### config.mk
export PLATFORM = sky130hd
export DESIGN_NAME = psh_div
export DESIGN_NICKNAME = d
export VERILOG_FILES = /design/src/hw/rtl/psh_pkg.sv /design/src/hw/rtl/psh_div.sv
export SDC_FILE = /design/constraint.sdc
export NUM_CORES = 1
export LEC_CHECK = 0
export BUFFER_PORTS_ARGS = -buffer_cell sky130_fd_sc_hd__buf_4
export CAP_MARGIN = 20
export CORE_MARGIN = 2
export CORE_UTILIZATION = 45
export DETAILED_ROUTE_END_ITERATION = 16
export GPL_TIMING_DRIVEN = 0
export PLACE_DENSITY = 0.68
export SYNTH_ARGS = -nofsm -noshare
export SYNTH_HDL_FRONTEND = slang
export SYNTH_SLANG_ARGS = --single-unit
### constraint.sdc
create_clock -name clock -period 2.5 [get_ports clock]
set_input_delay 0.25 -clock clock [delete_from_list [all_inputs] [get_ports clock]]
set_output_delay 0.25 -clock clock [all_outputs]
set_load 0.02 [all_outputs]
### src/hw/rtl/psh_pkg.sv
package psh_pkg;

   // default sizing of the histogram store
   localparam int MAX_CLASSES_DEF = 16;
   localparam int MAX_BINS_DEF    = 64;
   localparam int SIZE_BITS_DEF   = 24;

   // field widths on the ports
   localparam int FUNC_W      = 1;
   localparam int CLASS_W     = 4;
   localparam int SIZE_W      = 24;
   localparam int SEL_W       = 6;
   localparam int BIN_IDX_W   = 6;
   localparam int CNT_W       = 32;
   localparam int BINS_CFG_W  = 7;
   localparam int WIDTH_CFG_W = 16;

   // packed word and register port widths, request and response words padded to whole bytes
   localparam int REQ_DATA_W = 40;
   localparam int RSP_DATA_W = 72;
   localparam int CSR_ADDR_W = 1;
   localparam int CSR_DATA_W = 16;

   // register reset values and counter ceiling
   localparam logic [BINS_CFG_W-1:0]  BINS_RESET  = 7'd50;
   localparam logic [WIDTH_CFG_W-1:0] WIDTH_RESET = 16'd100;
   localparam logic [CNT_W-1:0]       CNT_MAX     = '1;

   // register map
   typedef enum logic [CSR_ADDR_W-1:0] {
      CSR_BINS_IN_USE = 1'b0,
      CSR_BIN_WIDTH   = 1'b1
   } csr_reg_type;

   // request kinds
   typedef enum logic [FUNC_W-1:0] {
      FUNC_RECORD = 1'b0,
      FUNC_READ   = 1'b1
   } func_type;

   // control sequencer
   typedef enum logic [2:0] {
      ST_CLEAR,
      ST_IDLE,
      ST_DIVIDE,
      ST_READ,
      ST_UPDATE
   } state_type;

   // divider status towards the sequencer
   typedef struct packed {
      logic busy;
      logic done;
   } div_stat_type;

endpackage

### src/hw/rtl/psh_div.sv
module psh_div #(
   parameter int SIZE_BITS = psh_pkg::SIZE_BITS_DEF
) (
   input  logic                               clock,
   input  logic                               reset,
   input  logic                               start,
   input  logic [SIZE_BITS-1:0]               dividend,
   input  logic [psh_pkg::WIDTH_CFG_W-1:0]    divisor,
   output logic [SIZE_BITS-1:0]               quotient,
   output psh_pkg::div_stat_type              stat
);
   import psh_pkg::*;

   localparam int STEP_W = $clog2(SIZE_BITS + 1);
   localparam int DIV_W  = WIDTH_CFG_W;

   logic                 busy_ff, busy_in;
   logic                 done_ff, done_in;
   logic [STEP_W-1:0]    step_ff, step_in;
   logic [DIV_W-1:0]     rem_ff, rem_in;
   logic [SIZE_BITS-1:0] quo_ff, quo_in;
   logic [DIV_W:0]       trial;
   logic [DIV_W:0]       diff;
   logic                 fits;

   // one restoring step: bring down the next dividend bit and try a subtract
   // a zero divisor always fits, so the quotient saturates to all ones
   assign trial = {rem_ff, quo_ff[SIZE_BITS-1]};
   assign diff  = trial - {1'b0, divisor};
   assign fits  = (trial >= {1'b0, divisor});

   // step sequencing, one quotient bit a cycle, msb first
   always_comb begin
      busy_in = busy_ff;
      done_in = 1'b0;
      step_in = step_ff;
      rem_in  = rem_ff;
      quo_in  = quo_ff;
      if (start) begin
         busy_in = 1'b1;
         step_in = STEP_W'(SIZE_BITS);
         rem_in  = '0;
         quo_in  = dividend;
      end else if (busy_ff) begin
         rem_in  = fits ? diff[DIV_W-1:0] : trial[DIV_W-1:0];
         quo_in  = {quo_ff[SIZE_BITS-2:0], fits};
         step_in = step_ff - STEP_W'(1);
         if (step_ff == STEP_W'(1)) begin
            busy_in = 1'b0;
            done_in = 1'b1;
         end
      end
   end

   always_ff @(posedge clock) begin
      if (reset) begin
         busy_ff <= 1'b0;
         done_ff <= 1'b0;
         step_ff <= '0;
      end else begin
         busy_ff <= busy_in;
         done_ff <= done_in;
         step_ff <= step_in;
      end
   end

   always_ff @(posedge clock) begin
      rem_ff <= rem_in;
      quo_ff <= quo_in;
   end

   assign quotient  = quo_ff;
   assign stat.busy = busy_ff;
   assign stat.done = done_ff;

   // checks
   a_done_after_busy: assert property (@(posedge clock) disable iff (reset)
      done_ff |-> $past(busy_ff))
      else $error("divider done without a preceding step");

   a_busy_done_excl: assert property (@(posedge clock) disable iff (reset)
      !(busy_ff && done_ff))
      else $error("divider busy and done together");

   a_no_restart: assert property (@(posedge clock) disable iff (reset)
      start |-> !busy_ff)
      else $error("divider started while busy");

endmodule

=== After elaboration in Yosys (flattened, before gate mapping) ===
Cells that the tools add are included.

* $add $sub $neg: 2
* Multipliers: 0
* Div/mod/pow operators: 0
* $lt $le $gt $ge: 1
* Equality and inequality tests: 1
* Shift-type cells: 0
* Multiplexer cells: 9
* Bitwise logic cells: 1
* Reductions and logical operators: 3

{| class="wikitable"
|+ Operators by type and width
! operator !! count
|-
| $mux W24 || 2
|-
| $ge A17 B16 Y1 || 1
|-
| $mux W16 || 1
|-
| $sub A16 B16 Y16 || 1
|-
| $mux W5 || 2
|-
| $eq A5 B1 Y1 const B || 1
|-
| $sub A5 B1 Y5 const B || 1
|-
| $mux W1 || 4
|-
| $reduce_or A3 Y1 || 1
|-
| $reduce_bool A2 Y1 || 1
|-
| $reduce_or A2 Y1 || 1
|-
| $not A1 Y1 || 1
|}

* Register bits: 47
* Latch bits: 0
* Memory bits (writable): 0
* Memory bits (read-only): 0
* Input port bits: 43
* Output and inout bits: 26
* Logic and storage cells: 23
* Memories kept: 0

=== Depth between registers and ports, before layout ===
* Depth after elaboration: 4
* Gate-level depth with buffers: 11
* Depth with buffers taken out: 9

=== Worst setup path before layout ===
No wires, ideal clock.

* Path type: reg2reg
* Start: register quo_ff[23] (netlist: quotient[23])
* End: register quo_ff[0] (netlist: quotient[0]), data pin
* Library setup time: 0.260 ns
* Arrival time: 2.010 ns
* Data required time: 2.240 ns
* Setup slack: 0.230 ns
* Stages on the path, launching flop included: 10
* Clock period less this slack: 2.270 ns
* Cells stage by stage: edfxtp_1 > inv_1 > ha_1 > nor2b_1 > o211ai_1 > a21oi_1 > o2111ai_2 > buf_2 > nand2_1 > mux2_2

* Longest elaborated chain between the ends: 3

{| class="wikitable"
|+ RTL lines
! what !! line !! text
|-
| from (decl) || psh_div.sv:21 || <nowiki>logic [SIZE_BITS-1:0] quo_ff, quo_in;</nowiki>
|-
| from (signal assigned) || psh_div.sv:69 || <nowiki>quo_ff <= quo_in;</nowiki>
|-
| $ge A17 B16 Y1 || psh_div.sv:30 || <nowiki>assign fits = (trial >= {1'b0, divisor});</nowiki>
|-
| $mux W24 || psh_div.sv:44 || <nowiki>end else if (busy_ff) begin</nowiki>
|-
| $mux W24 || psh_div.sv:39 || <nowiki>if (start) begin</nowiki>
|-
| net quo_in[0] || psh_div.sv:21 ||
|}

The timed path passes the listed nets, and every way through them passes these cells. The select of a mux whose other input is x is not followed.
A chain may end at the register's enable or synchronous reset.

=== Final worst setup path ===
* Start: register rem_ff[0]
* End: register quo_ff[0] (netlist: quotient[0]), data pin

* Longest elaborated chain between the ends: 3

{| class="wikitable"
|+ RTL lines
! what !! line !! text
|-
| from (decl) || psh_div.sv:20 || <nowiki>logic [DIV_W-1:0] rem_ff, rem_in;</nowiki>
|-
| from (signal assigned) || psh_div.sv:68 || <nowiki>rem_ff <= rem_in;</nowiki>
|-
| $ge A17 B16 Y1 || psh_div.sv:30 ||
|-
| $mux W24 || psh_div.sv:44 ||
|-
| $mux W24 || psh_div.sv:39 ||
|-
| net quo_in[0] || psh_div.sv:21 ||
|}

The timed path passes the listed nets, and every way through them passes these cells. The select of a mux whose other input is x is not followed.

==> impl_metrics.yaml <==
critical_path:
  worstPathArrival_ns: 2.49
  path_max_fanout: 10
  rr_startpoint: "rem_ff[0]"
  reg2reg_setup_slack_ns: 0.06
  rr_worst_depth: 8
  cp-start-kind: "flip-flop"
  worstSetupPathType: "reg -> reg"
  reg2reg_to: "quotient[0]"
  worstPathRequired_ns: 2.55
  end_kind: "flip-flop"
timing:
  skew_ns: 0.005621
  finalHoldViolCount: 0
  worst_slew_pin_slew_ns: 0.8978
  final-setup-viol-count: 0
  grt_setup_unrepaired: "yes"
  slew_headroom_pct: 40.08
  slew_viol_final: 0
  period_share_pct: 97.42
  period_minus_slack_ns: 2.436
  fmax_mhz: 410.6
  whs_ns: 0.1655
  setup_ws_ns: 0.06445
grt:
  antenna_found_initial: 0
  grt_pass1_wl_um: 11870
  gr-total-overflow: 0
  groute.usage.overall_pct: 19.52
  grt_max_degree: 25
  grt_pass1_vias: 2521
floorplan:
  die_area_um2: 7599
  die_w_um: 87.17
  die_y_um: 87.17
  io_pins: 69
  start_util_pct: 46.07
  coreArea_um2: 6756
  rows: 30
synth:
  synth_area_leaders: "edfxtp_1 23%, dfxtp_1 15%, mux2_2 8.7%"
  syn_inst: 320
  synth_cell_type_count: 57
  synthesis.area_um2: 3113
  ys.flop_type: "edfxtp_1"
  synth-edff-count: 24
  seq_area_frac_synth_pct: 37.94
  yosysTopAreaCellShare_pct: 23.15
  syn_nets: 382
  yosysWarnings: 0
  synth_largest_area_cell: "edfxtp_1"
  post_synth.cell_area_avg_um2: 9.728
  async_flop_share_pct: 0
  ys_ff_latch: 47
clock_tree:
  clk_latency_ns: 0.30
  cts.path.max_buffers: 2
  root_buffer: "clkbuf_8"
  cts_sinks: 47
  cts_tree: "yes"
  cts_buffers: 5
  h-tree-depth: 2
  cts_hold_buf: 0
  clkTransAtPathRegs_ns: 0.09
power:
  p_total_mw: 2.077
  vdd_drop_max_uv: 326.2
  p_leak_nw: 1.674
  p_per_area_nw_per_um2: 505.9
cells_and_area:
  synthToLayoutAreaGrowth_pct: 31.87
  drive_gt1_share_pct: 37.28
  fillers: 566
  antenna_cells: 0
  fin_util_pct: 60.76
  layout.nets: 466
  design_area_um2: 4105
routing:
  final_antenna_net_count: 0
  vias_per_cell: 5.707
  wl_per_cell_um: 16.55
  drt_first_pass_iters: 4
  drt_iter0_drc: 148
  vias: 2768
  drc: 0
  postRouteWirelength_um: 8025
placed_design:
  port_buffers: 68
  hpwl_um: 5663
  pre_cts_slack_ns: -0.1368
  placed_area_um2: 3724
  place_congestion: 0.7972
worst_hold_path:
  holdPathEnd: "step_ff[4]"
  min-delay-start: "reset"
  hold_path_depth: 2
  hold_class: "in -> reg"
outcome:
  status: "completed"
job:
  cap_violations: 0
## routing by layer
metal | wire (um) | vias to the layer above | global-route usage (%)
li1 | - | 1367 | -
met1 | 3535 | 1304 | 26.20
met2 | 3966 | 83 | 33.73
met3 | 387 | 14 | 3.128
met4 | 136 | 0 | 3.217
met5 | 0 | - | 0
## worst max-delay path: stages, from the launching register on
cell,delay (ns)
dfxtp_1,0.41
ha_1,0.26
nor2b_1,0.17
o211ai_1,0.25
a21oi_1,0.16
o2111ai_2,0.25
clkbuf_4,0.30
nand2_1,0.13
mux2_2,0.27
## how the worst max path moves through the flow
stage | depth (start not counted) | slack (ns) | end | from
finish | 8 | 0.06 | quotient[0] | rem_ff[0]
CTS | 8 | 0.02 | quotient[0] | rem_ff[13]
detailed placement | 11 | -0.14 | quotient[0] | divisor[3]
floorplan | 9 | 0.23 | quotient[0] | quotient[23]
global placement | 11 | -0.12 | quotient[0] | divisor[3]
global route | 9 | -0.06 | rem_ff[6] | rem_ff[2]
## registers in the layout, summed over array words and instances (netlist names)
| signal | cells |
|---|---|
| step_ff | 5 |
| quotient | 24 |
| rem_ff | 16 |
| busy_ff | 1 |
| done_ff | 1 |
## cell type report
class                           count  area, um^2  area share, %
Multi-Input combinational cell    237        1968          47.94
Timing Repair Buffer               76       570.5          13.90
Clock inverter                      3       20.02         0.4877
Buffer                             16       113.9          2.774
Inverter                           21       78.83          1.920
Sequential cell                    47        1185          28.86
Tap cell                           80       100.1          2.438
Clock buffer                        5       68.82          1.676
## where the power goes
| part | switching, mW | internal (mW) |
|---|---|---|
| clock | 0.261 | 0.195 |
| combinational | 0.365 | 0.318 |
| sequential | 0.0496 | 0.889 |
| total | 0.675 | 1.40 |
## through the flow
step           setup TNS, ns  std cells
6_report                   0        485
3_5_place_dp         -0.1368        468
3_3_place_gp         -0.1234        468
2_1_floorplan              0        320
4_1_cts                    0        477
5_1_grt              -0.3950        485
## cell families (layout without fill, tap and decap cells)
kind of cell	Yosys count	after routing	synth area share [%]
AO/OA/AOI/OAI	91	93	22.07
XOR/XNOR	13	13	3.658
adder cells (fa/ha/maj)	19	19	7.878
buffers and inverters	38	121	5.627
flip-flops	47	47	37.94
multiplexers	25	25	9.003
AND/OR/NAND/NOR	87	87	13.83
## what timing repair did
action,in CTS,in global routing
gates resized for setup,2,36
setup endpoints to repair,1,17
pin swaps,1,13
buffers inserted,1,7
gates cloned,0,2
## cells in the final DEF, fill, tap and decap left out, types with 3 or more instances in the layout
cell	instances
and2_1	4
inv_1	21
a21oi_1	17
dfxtp_1	22
nor2_1	26
edfxtp_1	24
o21ai_0	11
nand2b_1	4
o21a_1	3
nor3_1	6
o21ai_1	4
nor4_1	3
clkbuf_8	5
nand3_1	12
clkbuf_1	8
ha_1	13
a21o_1	8
nand2_1	16
o21bai_1	3
xor2_1	5
a311oi_1	10
o31ai_1	3
mux2_2	24
ha_4	4
buf_6	3
buf_4	79
a41oi_2	3
xnor2_1	8
o211ai_1	4
a31oi_4	3
nand3b_1	3
## synth_stat cells, types with 8 or more instances
master    instances
dfxtp_1          23
mux2_2           24
a311oi_1         11
xnor2_1           8
a21oi_1          17
nand3_1          13
nor2_1           26
clkbuf_1          9
edfxtp_1         24
o21ai_0          14
inv_1            21
nand2_1          16
ha_1             18
a21o_1            8
Note: power is estimated with default switching activity, not from simulation.
